**src/hdl/dtd_pkg.sv**
```systemverilog
`timescale 1ns / 1ps
// ----------------------------------------------------------------------------
// Transient detector package
// Shared state codes, register indexes, reset values and status types.
// ----------------------------------------------------------------------------
package dtd_pkg;

	// Configuration register indexes.
	localparam int CFG_IDX_W = 3;
	localparam logic [CFG_IDX_W-1:0] CFG_FAST_ATTACK  = 3'd0;
	localparam logic [CFG_IDX_W-1:0] CFG_FAST_RELEASE = 3'd1;
	localparam logic [CFG_IDX_W-1:0] CFG_SLOW_ATTACK  = 3'd2;
	localparam logic [CFG_IDX_W-1:0] CFG_SLOW_RELEASE = 3'd3;
	localparam logic [CFG_IDX_W-1:0] CFG_NORM_MARGIN  = 3'd4;

	// Reset values of the poles (Q0.24) and of the margin (unsigned Q15.0, in magnitude units).
	localparam logic [31:0] RST_FAST_ATTACK  = 32'd16401054;
	localparam logic [31:0] RST_FAST_RELEASE = 32'd16739215;
	localparam logic [31:0] RST_SLOW_ATTACK  = 32'd16758204;
	localparam logic [31:0] RST_SLOW_RELEASE = 32'd16773412;
	localparam int MARGIN_W = 15;
	localparam logic [MARGIN_W-1:0] RST_NORM_MARGIN = 15'd33;

	// Back end sequencer states.
	typedef enum logic [2:0] {
		BK_IDLE,
		BK_MUL,
		BK_PREP,
		BK_DIV,
		BK_OUT
	} bk_state_t;

	// Handshake status that the back end reports to the top level.
	typedef struct packed {
		logic in_ready;
		logic out_valid;
	} bk_status_t;

endpackage

```
**src/hdl/dtd_fifo.sv**
```systemverilog
`timescale 1ns / 1ps
// ----------------------------------------------------------------------------
// Two-entry item queue
// Small register queue that decouples a producer from a consumer.
// ----------------------------------------------------------------------------
module dtd_fifo #(
	parameter int WIDTH = 16
) (
	input  logic             clk,
	input  logic             arst_n,
	input  logic             wr_en,
	input  logic [WIDTH-1:0] wr_data,
	output logic             full,
	input  logic             rd_en,
	output logic [WIDTH-1:0] rd_data,
	output logic             empty
);

	localparam int DEPTH = 2;
	localparam int PTR_W = 1;
	localparam int CNT_W = 2;

	logic [WIDTH-1:0] mem_q [DEPTH];
	logic [PTR_W-1:0] wr_ptr_q;
	logic [PTR_W-1:0] rd_ptr_q;
	logic [CNT_W-1:0] cnt_q;
	logic             do_wr;
	logic             do_rd;

	assign full    = (cnt_q == CNT_W'(DEPTH));
	assign empty   = (cnt_q == '0);
	assign do_wr   = wr_en & ~full;
	assign do_rd   = rd_en & ~empty;
	assign rd_data = mem_q[rd_ptr_q];

	// Pointers and fill count.
	always_ff @(posedge clk or negedge arst_n) begin
		if (!arst_n) begin
			wr_ptr_q <= '0;
			rd_ptr_q <= '0;
			cnt_q    <= '0;
		end else begin
			if (do_wr) begin
				wr_ptr_q <= wr_ptr_q + PTR_W'(1);
			end
			if (do_rd) begin
				rd_ptr_q <= rd_ptr_q + PTR_W'(1);
			end
			if (do_wr && !do_rd) begin
				cnt_q <= cnt_q + CNT_W'(1);
			end else if (do_rd && !do_wr) begin
				cnt_q <= cnt_q - CNT_W'(1);
			end
		end
	end

	// Item storage.
	always_ff @(posedge clk) begin
		if (do_wr) begin
			mem_q[wr_ptr_q] <= wr_data;
		end
	end

endmodule

```
**src/hdl/dtd_front.sv**
```systemverilog
`timescale 1ns / 1ps
// ----------------------------------------------------------------------------
// Transient detector front end
// Accepts samples, rectifies them and queues the magnitudes for the back end.
// ----------------------------------------------------------------------------
module dtd_front #(
	parameter int SAMPLE_BITS = 16
) (
	input  logic                          clk,
	input  logic                          arst_n,
	input  logic                          push,
	output logic                          full,
	input  logic signed [SAMPLE_BITS-1:0] sample,
	output logic                          q_valid,
	input  logic                          q_pop,
	output logic [SAMPLE_BITS-2:0]        q_rect
);

	localparam int MAG_W = SAMPLE_BITS - 1;

	logic [SAMPLE_BITS-1:0] neg;
	logic                   is_min;
	logic [MAG_W-1:0]       rect;
	logic                   q_empty;

	// Rectify; the most negative sample saturates to full scale.
	assign neg    = SAMPLE_BITS'(0) - SAMPLE_BITS'(sample);
	assign is_min = (sample == {1'b1, {MAG_W{1'b0}}});
	always_comb begin
		if (!sample[SAMPLE_BITS-1]) begin
			rect = sample[MAG_W-1:0];
		end else if (is_min) begin
			rect = '1;
		end else begin
			rect = neg[MAG_W-1:0];
		end
	end

	dtd_fifo #(
		.WIDTH (MAG_W)
	) u_queue (
		.clk     (clk),
		.arst_n  (arst_n),
		.wr_en   (push),
		.wr_data (rect),
		.full    (full),
		.rd_en   (q_pop),
		.rd_data (q_rect),
		.empty   (q_empty)
	);

	assign q_valid = ~q_empty;

endmodule

```
**src/hdl/dtd_back.sv**
```systemverilog
`timescale 1ns / 1ps
// ----------------------------------------------------------------------------
// Transient detector back end
// Runs both envelope followers with serial multipliers, then normalizes the
// outputs with serial dividers when their sum exceeds the level plus margin.
// ----------------------------------------------------------------------------
module dtd_back #(
	parameter int COEF_FRAC_BITS = 24,
	parameter int SAMPLE_BITS    = 16
) (
	input  logic                          clk,
	input  logic                          arst_n,
	input  logic                          in_valid,
	input  logic [SAMPLE_BITS-2:0]        in_rect,
	input  logic                          out_ready,
	output logic [2*(SAMPLE_BITS-1)-1:0]  out_data,
	output dtd_pkg::bk_status_t           status,
	input  logic [COEF_FRAC_BITS-1:0]     fast_attack,
	input  logic [COEF_FRAC_BITS-1:0]     fast_release,
	input  logic [COEF_FRAC_BITS-1:0]     slow_attack,
	input  logic [COEF_FRAC_BITS-1:0]     slow_release,
	input  logic [dtd_pkg::MARGIN_W-1:0]  margin
);

	localparam int MAG_W  = SAMPLE_BITS - 1;
	localparam int LVL_W  = MAG_W + COEF_FRAC_BITS;
	localparam int K_W    = COEF_FRAC_BITS + 1;
	localparam int PROD_W = 2 * MAG_W;
	localparam int CMP_W  = ((MAG_W > dtd_pkg::MARGIN_W) ? MAG_W : dtd_pkg::MARGIN_W) + 1;
	localparam int CNT_MAX = (COEF_FRAC_BITS > MAG_W) ? COEF_FRAC_BITS : MAG_W;
	localparam int CNT_W  = $clog2(CNT_MAX + 1);

	dtd_pkg::bk_state_t state_q;
	dtd_pkg::bk_state_t state_d;

	logic [LVL_W-1:0] fast_lvl_q;
	logic [LVL_W-1:0] slow_lvl_q;
	logic [CNT_W-1:0] cnt_q;
	logic [MAG_W-1:0] rect_q;
	logic             up_f_q;
	logic             up_s_q;
	logic [LVL_W-1:0] diff_f_q;
	logic [LVL_W-1:0] diff_s_q;
	logic [K_W-1:0]   k_f_q;
	logic [K_W-1:0]   k_s_q;
	logic [LVL_W:0]   acc_f_q;
	logic [LVL_W:0]   acc_s_q;
	logic [MAG_W-1:0] trans_q;
	logic [MAG_W-1:0] sus_q;
	logic [MAG_W-1:0] total_q;
	logic [MAG_W-1:0] rem_t_q;
	logic [MAG_W-1:0] rem_s_q;
	logic [MAG_W-1:0] dvd_t_q;
	logic [MAG_W-1:0] dvd_s_q;

	logic             take;
	logic [LVL_W-1:0] tgt;
	logic             up_f;
	logic             up_s;
	logic [LVL_W:0]   sum_f;
	logic [LVL_W:0]   sum_s;
	logic             mul_last;
	logic [MAG_W-1:0] fast_lv;
	logic [MAG_W-1:0] slow_lv;
	logic [MAG_W-1:0] trans;
	logic [CMP_W-1:0] total_c;
	logic [CMP_W-1:0] limit_c;
	logic             norm;
	logic [PROD_W-1:0] prod_t;
	logic [PROD_W-1:0] prod_s;
	logic [MAG_W:0]   sh_t;
	logic [MAG_W:0]   sh_s;
	logic             ge_t;
	logic             ge_s;
	logic [MAG_W:0]   red_t;
	logic [MAG_W:0]   red_s;
	logic             div_last;

	assign take = in_valid & status.in_ready;

	// Attack test and step direction against the new target level.
	assign tgt  = LVL_W'(in_rect) << COEF_FRAC_BITS;
	assign up_f = (tgt > fast_lvl_q);
	assign up_s = (tgt > slow_lvl_q);

	// One partial product a cycle, lowest bit of one minus the pole first.
	assign sum_f    = acc_f_q + (k_f_q[0] ? {1'b0, diff_f_q} : '0);
	assign sum_s    = acc_s_q + (k_s_q[0] ? {1'b0, diff_s_q} : '0);
	assign mul_last = (cnt_q == CNT_W'(COEF_FRAC_BITS));

	// Envelope outputs, transient part and normalization test.
	always_comb begin
		fast_lv = fast_lvl_q[LVL_W-1:COEF_FRAC_BITS];
		slow_lv = slow_lvl_q[LVL_W-1:COEF_FRAC_BITS];
		trans   = (fast_lv > slow_lv) ? (fast_lv - slow_lv) : '0;
		total_c = CMP_W'(trans) + CMP_W'(slow_lv);
		limit_c = CMP_W'(rect_q) + CMP_W'(margin);
		norm    = (total_c > limit_c);
		prod_t  = PROD_W'(trans) * PROD_W'(rect_q);
		prod_s  = PROD_W'(slow_lv) * PROD_W'(rect_q);
	end

	// One quotient bit a cycle; the remainder always stays below the divisor.
	assign sh_t     = {rem_t_q, dvd_t_q[MAG_W-1]};
	assign sh_s     = {rem_s_q, dvd_s_q[MAG_W-1]};
	assign ge_t     = (sh_t >= {1'b0, total_q});
	assign ge_s     = (sh_s >= {1'b0, total_q});
	assign red_t    = ge_t ? (sh_t - {1'b0, total_q}) : sh_t;
	assign red_s    = ge_s ? (sh_s - {1'b0, total_q}) : sh_s;
	assign div_last = (cnt_q == CNT_W'(MAG_W - 1));

	// Next state.
	always_comb begin
		state_d = state_q;
		case (state_q)
			dtd_pkg::BK_IDLE: begin
				if (in_valid) begin
					state_d = dtd_pkg::BK_MUL;
				end
			end
			dtd_pkg::BK_MUL: begin
				if (mul_last) begin
					state_d = dtd_pkg::BK_PREP;
				end
			end
			dtd_pkg::BK_PREP: begin
				state_d = norm ? dtd_pkg::BK_DIV : dtd_pkg::BK_OUT;
			end
			dtd_pkg::BK_DIV: begin
				if (div_last) begin
					state_d = dtd_pkg::BK_OUT;
				end
			end
			dtd_pkg::BK_OUT: begin
				if (out_ready) begin
					state_d = dtd_pkg::BK_IDLE;
				end
			end
			default: begin
				state_d = dtd_pkg::BK_IDLE;
			end
		endcase
	end

	// Handshake outputs.
	always_comb begin
		status.in_ready  = (state_q == dtd_pkg::BK_IDLE);
		status.out_valid = (state_q == dtd_pkg::BK_OUT);
		out_data         = {trans_q, sus_q};
	end

	// State, step counter and envelope levels.
	always_ff @(posedge clk or negedge arst_n) begin
		if (!arst_n) begin
			state_q    <= dtd_pkg::BK_IDLE;
			cnt_q      <= '0;
			fast_lvl_q <= '0;
			slow_lvl_q <= '0;
		end else begin
			state_q <= state_d;
			case (state_q)
				dtd_pkg::BK_MUL: begin
					if (mul_last) begin
						cnt_q      <= '0;
						fast_lvl_q <= up_f_q ? (fast_lvl_q + sum_f[LVL_W-1:0])
								: (fast_lvl_q - sum_f[LVL_W-1:0]);
						slow_lvl_q <= up_s_q ? (slow_lvl_q + sum_s[LVL_W-1:0])
								: (slow_lvl_q - sum_s[LVL_W-1:0]);
					end else begin
						cnt_q <= cnt_q + CNT_W'(1);
					end
				end
				dtd_pkg::BK_DIV: begin
					cnt_q <= cnt_q + CNT_W'(1);
				end
				default: begin
					cnt_q <= '0;
				end
			endcase
		end
	end

	// Datapath registers.
	always_ff @(posedge clk) begin
		case (state_q)
			dtd_pkg::BK_IDLE: begin
				if (take) begin
					rect_q   <= in_rect;
					up_f_q   <= up_f;
					up_s_q   <= up_s;
					diff_f_q <= up_f ? (tgt - fast_lvl_q) : (fast_lvl_q - tgt);
					diff_s_q <= up_s ? (tgt - slow_lvl_q) : (slow_lvl_q - tgt);
					k_f_q    <= (K_W'(1) << COEF_FRAC_BITS)
							- {1'b0, (up_f ? fast_attack : fast_release)};
					k_s_q    <= (K_W'(1) << COEF_FRAC_BITS)
							- {1'b0, (up_s ? slow_attack : slow_release)};
					acc_f_q  <= '0;
					acc_s_q  <= '0;
				end
			end
			dtd_pkg::BK_MUL: begin
				acc_f_q <= sum_f >> 1;
				acc_s_q <= sum_s >> 1;
				k_f_q   <= k_f_q >> 1;
				k_s_q   <= k_s_q >> 1;
			end
			dtd_pkg::BK_PREP: begin
				trans_q <= trans;
				sus_q   <= slow_lv;
				total_q <= total_c[MAG_W-1:0];
				rem_t_q <= prod_t[PROD_W-1:MAG_W];
				dvd_t_q <= prod_t[MAG_W-1:0];
				rem_s_q <= prod_s[PROD_W-1:MAG_W];
				dvd_s_q <= prod_s[MAG_W-1:0];
			end
			dtd_pkg::BK_DIV: begin
				rem_t_q <= red_t[MAG_W-1:0];
				rem_s_q <= red_s[MAG_W-1:0];
				dvd_t_q <= {dvd_t_q[MAG_W-2:0], ge_t};
				dvd_s_q <= {dvd_s_q[MAG_W-2:0], ge_s};
				if (div_last) begin
					trans_q <= {dvd_t_q[MAG_W-2:0], ge_t};
					sus_q   <= {dvd_s_q[MAG_W-2:0], ge_s};
				end
			end
			default: begin
			end
		endcase
	end

endmodule

```
**src/hdl/differential_transient_detector.sv**
```systemverilog
`timescale 1ns / 1ps
// ----------------------------------------------------------------------------
// Differential transient detector
// Fast and slow envelope followers on the rectified sample; reports the
// positive fast-minus-slow difference and the slow level, normalized.
// ----------------------------------------------------------------------------
//  Channel   Handshake               Fields
//  input     push / full             sample
//  result    empty / pop             transient_amount, sustain_amount
//  config    cfg_valid / cfg_ready   cfg_index, cfg_data
//
// The back end works on one item at a time and takes a new one only after
// handing on the last result; the serial envelope multipliers, and the
// serial dividers when an item is normalized, make up its processing time.
// Two items wait in the input queue and two results in the output queue,
// so either side may stall without stopping the other at once.
// Reset clears the envelopes and loads the default poles and margin.
// ----------------------------------------------------------------------------
module differential_transient_detector #(
	parameter int COEF_FRAC_BITS = 24,
	parameter int SAMPLE_BITS    = 16
) (
	input  logic                           clk,
	input  logic                           arst_n,
	input  logic                           push,
	output logic                           full,
	input  logic signed [SAMPLE_BITS-1:0]  sample,
	output logic                           empty,
	input  logic                           pop,
	output logic [SAMPLE_BITS-2:0]         transient_amount,
	output logic [SAMPLE_BITS-2:0]         sustain_amount,
	input  logic                           cfg_valid,
	output logic                           cfg_ready,
	input  logic [dtd_pkg::CFG_IDX_W-1:0]  cfg_index,
	input  logic [((COEF_FRAC_BITS > dtd_pkg::MARGIN_W) ? COEF_FRAC_BITS
			: dtd_pkg::MARGIN_W)-1:0] cfg_data
);

	localparam int MAG_W = SAMPLE_BITS - 1;
	localparam int RES_W = 2 * MAG_W;

	logic [COEF_FRAC_BITS-1:0]    fast_attack_q;
	logic [COEF_FRAC_BITS-1:0]    fast_release_q;
	logic [COEF_FRAC_BITS-1:0]    slow_attack_q;
	logic [COEF_FRAC_BITS-1:0]    slow_release_q;
	logic [dtd_pkg::MARGIN_W-1:0] margin_q;

	logic                 front_valid;
	logic                 front_pop;
	logic [MAG_W-1:0]     front_rect;
	dtd_pkg::bk_status_t  bk_status;
	logic [RES_W-1:0]     bk_data;
	logic                 res_full;
	logic                 res_wr;
	logic [RES_W-1:0]     res_data;

	// Configuration registers; writes are always taken.
	assign cfg_ready = 1'b1;
	always_ff @(posedge clk or negedge arst_n) begin
		if (!arst_n) begin
			fast_attack_q  <= dtd_pkg::RST_FAST_ATTACK[COEF_FRAC_BITS-1:0];
			fast_release_q <= dtd_pkg::RST_FAST_RELEASE[COEF_FRAC_BITS-1:0];
			slow_attack_q  <= dtd_pkg::RST_SLOW_ATTACK[COEF_FRAC_BITS-1:0];
			slow_release_q <= dtd_pkg::RST_SLOW_RELEASE[COEF_FRAC_BITS-1:0];
			margin_q       <= dtd_pkg::RST_NORM_MARGIN;
		end else if (cfg_valid && cfg_ready) begin
			case (cfg_index)
				dtd_pkg::CFG_FAST_ATTACK: begin
					fast_attack_q <= cfg_data[COEF_FRAC_BITS-1:0];
				end
				dtd_pkg::CFG_FAST_RELEASE: begin
					fast_release_q <= cfg_data[COEF_FRAC_BITS-1:0];
				end
				dtd_pkg::CFG_SLOW_ATTACK: begin
					slow_attack_q <= cfg_data[COEF_FRAC_BITS-1:0];
				end
				dtd_pkg::CFG_SLOW_RELEASE: begin
					slow_release_q <= cfg_data[COEF_FRAC_BITS-1:0];
				end
				dtd_pkg::CFG_NORM_MARGIN: begin
					margin_q <= cfg_data[dtd_pkg::MARGIN_W-1:0];
				end
				default: begin
				end
			endcase
		end
	end

	// Front end: rectifier and input queue.
	dtd_front #(
		.SAMPLE_BITS (SAMPLE_BITS)
	) u_front (
		.clk     (clk),
		.arst_n  (arst_n),
		.push    (push),
		.full    (full),
		.sample  (sample),
		.q_valid (front_valid),
		.q_pop   (front_pop),
		.q_rect  (front_rect)
	);

	assign front_pop = front_valid & bk_status.in_ready;

	// Back end: envelopes and normalization.
	dtd_back #(
		.COEF_FRAC_BITS (COEF_FRAC_BITS),
		.SAMPLE_BITS    (SAMPLE_BITS)
	) u_back (
		.clk          (clk),
		.arst_n       (arst_n),
		.in_valid     (front_valid),
		.in_rect      (front_rect),
		.out_ready    (~res_full),
		.out_data     (bk_data),
		.status       (bk_status),
		.fast_attack  (fast_attack_q),
		.fast_release (fast_release_q),
		.slow_attack  (slow_attack_q),
		.slow_release (slow_release_q),
		.margin       (margin_q)
	);

	// Result queue.
	assign res_wr = bk_status.out_valid & ~res_full;

	dtd_fifo #(
		.WIDTH (RES_W)
	) u_result_q (
		.clk     (clk),
		.arst_n  (arst_n),
		.wr_en   (res_wr),
		.wr_data (bk_data),
		.full    (res_full),
		.rd_en   (pop),
		.rd_data (res_data),
		.empty   (empty)
	);

	assign transient_amount = res_data[RES_W-1:MAG_W];
	assign sustain_amount   = res_data[MAG_W-1:0];

	// An item taken by the back end starts its work in the next cycle.
	a_take_starts: assert property (@(posedge clk) disable iff (!arst_n)
		(front_valid && bk_status.in_ready) |=> !bk_status.in_ready)
		else $error("back end still idle after taking an item");

	// A finished result holds while the result queue is full.
	a_result_held: assert property (@(posedge clk) disable iff (!arst_n)
		(bk_status.out_valid && res_full) |=> bk_status.out_valid)
		else $error("result dropped while result queue full");

	// The back end never offers a result while it is ready for a new item.
	a_busy_excl: assert property (@(posedge clk) disable iff (!arst_n)
		bk_status.out_valid |-> !bk_status.in_ready)
		else $error("back end ready and holding a result at once");

endmodule

```
**config.mk**
```make
export PLATFORM = sky130hd
export DESIGN_NAME = differential_transient_detector
export DESIGN_NICKNAME = d
export VERILOG_FILES = /design/src/hdl/dtd_pkg.sv /design/src/hdl/dtd_fifo.sv /design/src/hdl/dtd_front.sv /design/src/hdl/dtd_back.sv /design/src/hdl/differential_transient_detector.sv
export SDC_FILE = /design/constraint.sdc
export NUM_CORES = 2
export LEC_CHECK = 0
export BUFFER_PORTS_ARGS = -buffer_cell sky130_fd_sc_hd__buf_4
export CORE_UTILIZATION = 30
export CTS_CLUSTER_SIZE = 28
export DETAILED_ROUTE_END_ITERATION = 12
export PLACE_DENSITY = 0.52
export SETUP_SLACK_MARGIN = 0.3
export SYNTH_ARGS = -nofsm -noshare
export SYNTH_HDL_FRONTEND = slang
export SYNTH_SLANG_ARGS = --single-unit
```
**constraint.sdc**
```tcl
create_clock -name clk -period 10.1 [get_ports clk]
set_input_delay 3.03 -clock clk [delete_from_list [all_inputs] [get_ports clk]]
set_output_delay 3.03 -clock clk [all_outputs]
set_load 0.005 [all_outputs]
```
==> results by group <==
Layout
  – Area grow syn2layout: 11.0%
  – Final core utilization: 0.337
  – Fraction of layout cells with a size suffix above 1: 0.0940
  – NumNets Final: approximately 6900

Yosys
  – Ys flop type: edfxtp_1
  – Compound-gate portion of the synthesized area: 0.131
  – Count leader, synth: nand2_1
  – Synth area leader: edfxtp_1
  – Most area-consuming cells after synthesis: edfxtp_1, fa_1, ha_1
  – Distinct cells, synth: 91
  – Syn Area/Cell: 9.45 um2
  – Synth Instances: 6040
  – EDFF count, synth: 418
  – Main combinational cell family by area after synthesis: adder cells
  – Synth Cell Area: 57100 um2
  – Synthesized flop and latch total: 623
  – Syn Nets: 6933
  – Synth Area in XOR/XNOR: 0.0672
  – Seq/Total Area, Yosys: 0.311
  – YS warnings: 0
  – Post-synthesis simple-gate area fraction: 0.164
  – Post-synthesis mux area share: 0.0432
  – Area share of the largest cell type after synthesis: 0.220
  – Adder-Cell Fraction of Synth Area: 0.230
  – Async SR Flop Fraction: 0.329
  – Most frequent cells after synthesis: nand2_1, inv_1, ha_1

Global routing
  – GRT Total Usage: 0.176
  – GRT overflow: 0
  – Largest net degree at the start of global routing: 123
  – Vias in the first global route: 44100
  – First-pass GRT wire length: 264000 um
  – Initial antenna violation count: 6

Clocking
  – Total CTS buffers: 79
  – Max clock buf depth: 3
  – Worst-path clk slew: 0.07 ns
  – Clk Tree Root Cell: clkbuf_16
  – CTS sink count: between 600 and 700
  – Skew-Pair Late Insertion Delay: 0.74 ns
  – H-tree depth: 3
  – CTS tree: yes
  – Cts hold-fix bufs: 0

Floorplan
  – Row cnt: 159
  – Io pins: between 80 and 90
  – Core area: 188000 um2
  – Die area: 192000 um2
  – Die width: 438 um
  – Die height: 438 um
  – Starting Density: 0.303

STA
  – Maximum clock rate: between 100 and 150 MHz
  – Final setup violation count: 0
  – Worst slew pin tran: 1.37 ns
  – Hold Slack: roughly 0.44 ns
  – Worst relative slew slack: 0.0770
  – Final Skew: 0.0655 ns
  – Final setup margin: 0.828 ns
  – Final worst path period share: 0.918
  – Final Hold Fails: 0
  – Min Tclk post-route: roughly 9.3 ns
  – Total negative setup slack: 0 ns
  – Unrepaired setup endpoints after global routing: false
  – Final Max Tran Viols: 0

Critical path
  – Slowest-stage cell, CP: fa_1
  – Required @ worst endpoint: 10.51 ns
  – CP max FO: 49
  – Crit-path max cell delay: 0.54 ns
  – Critical path capture point type: flop
  – Delay-heaviest family, CP: adder cells
  – WP buf/inv: 6
  – Most used cell, CP: fa_1
  – Crit start category: flop
  – WP data arrival: 9.68 ns
  – Crit Path Category: flop to flop

Placement
  – GP Congestion: between 0.9 and 1
  – Input/output buffers: between 70 and 80
  – DP Worst Slack: 0.650 ns
  – Detailed Place HPWL: 129000 um

Routing
  – Drt total wl: 172000 um
  – Routed vias/inst: 5.12
  – Antenna viol nets, final: 0
  – DR pass1 iterations: 5
  – Drt drc: 0
  – Vias: 44000
  – DRT iter0 DRCs: 3117
  – Drt wl/cell: 19.9 um

Run
  – Max_cap viols: 0

Outcome
  – Status: finished, final reports clean

Hold path
  – Worst min-delay path class: flop to flop
final timing paths:
path | from | slack (ns) | endpoint | depth (start not counted)
worst min-delay path | u_back.trans_q[8] | 0.44 | u_result_q.mem_q[1][23] | 0
worst max register to register | u_back.slow_lvl_q[25] | 0.83 | u_back.rem_t_q[14] | 33
max in group asynchronous | arst_n | 6.54 | u_back.fast_lvl_q[2] | 2
min in group asynchronous | arst_n | 2.27 | u_result_q.cnt_q[1] | 1
worst max-delay path | u_back.slow_lvl_q[25] | 0.83 | u_back.rem_t_q[14] | 33
worst min register to register | u_back.trans_q[8] | 0.44 | u_result_q.mem_q[1][23] | 0
state kept, by name, indices dropped and copies added (netlist names), 25 cells and up:
| name | count |
|---|---|
| u_front.u_queue.mem_q | 30 |
| u_back.diff_s_q | 39 |
| u_back.acc_s_q | 39 |
| u_result_q.mem_q | 60 |
| u_back.diff_f_q | 39 |
| u_back.acc_f_q | 39 |
| u_back.fast_lvl_q | 39 |
| u_back.k_s_q | 25 |
| u_back.slow_lvl_q | 39 |
| u_back.k_f_q | 25 |
through the flow:
stage / cell area, um2 / instances
2_1_floorplan: 57100 / 6040
3_5_place_dp: 60600 / 8448
3_3_place_gp: 60600 / 8448
6_report: 63400 / 8603
4_1_cts: 63300 / 8596
5_1_grt: 63400 / 8601
worst reg2reg max path, delay by kind of cell, from the launching register on:
family,cells,cell delay (ns)
and+or+nand+nor,5,0.96
DFF,1,0.36
adders and majority gates,8,3.55
xor gates and xnor gates,1,0.14
AOI/OAI and AO/OA,13,3.03
buffers and inverters,6,0.92
cell type report:
| cell class | count | area, um2 |
|---|---|---|
| inverter | 547 | 2060 |
| clock buffer | 100 | 2110 |
| sequential | 623 | 17800 |
| timing repair buffer | 172 | 1310 |
| tap | 2495 | 3120 |
| multi-input combinational | 4616 | 36400 |
| clock inverter | 48 | 607 |
| antenna | 2 | 5.00 |
| fill | 19300 | 125000 |
per-layer routing:
layer,GRT usage,vias up,share of wire
met3,0.0223,275,0.048
met5,0,-,0
li1,-,20900,-
met2,0.295,1117,0.47
met1,0.234,21800,0.45
met4,0.0598,0,0.033
kinds of logic after synthesis:
group,Yosys count
buf+inv,801
compound gates,1197
xor+xnor,438
mux,227
simple gates,1908
fa+ha+maj,845
flops,623
other cells,1
cells in the final DEF (no fill, tap or decap), drive strengths merged, types with 31 or more instances in the layout:
cell type,Yosys,routed
o21bai,56,56
xor2,156,156
mux2,156,156
nor3,99,99
o21ai,314,314
o31ai,33,33
and2,233,233
mux2i,71,71
buf,30,172
nand4,40,40
nor2b,53,53
and3,151,151
xnor2,282,282
a211oi,31,31
edfxtp,418,418
o21a,40,40
fa,345,345
nand2b,55,55
dfstp,66,66
clkbuf,224,100
a21oi,362,362
inv,547,553
a21o,136,136
or3,57,57
nor2,357,357
a31oi,45,45
nand2,664,664
dfrtp,139,139
nand3,78,78
ha,500,500
nor4,33,33
repair_timing:
action	in CTS	in global routing
setup endpoints to repair	0	7
gates resized for setup	0	4
buffers inserted	0	5
Power is not shown: default switching activity piles up to over one toggle a cycle in this logic, so the estimate is an artifact.
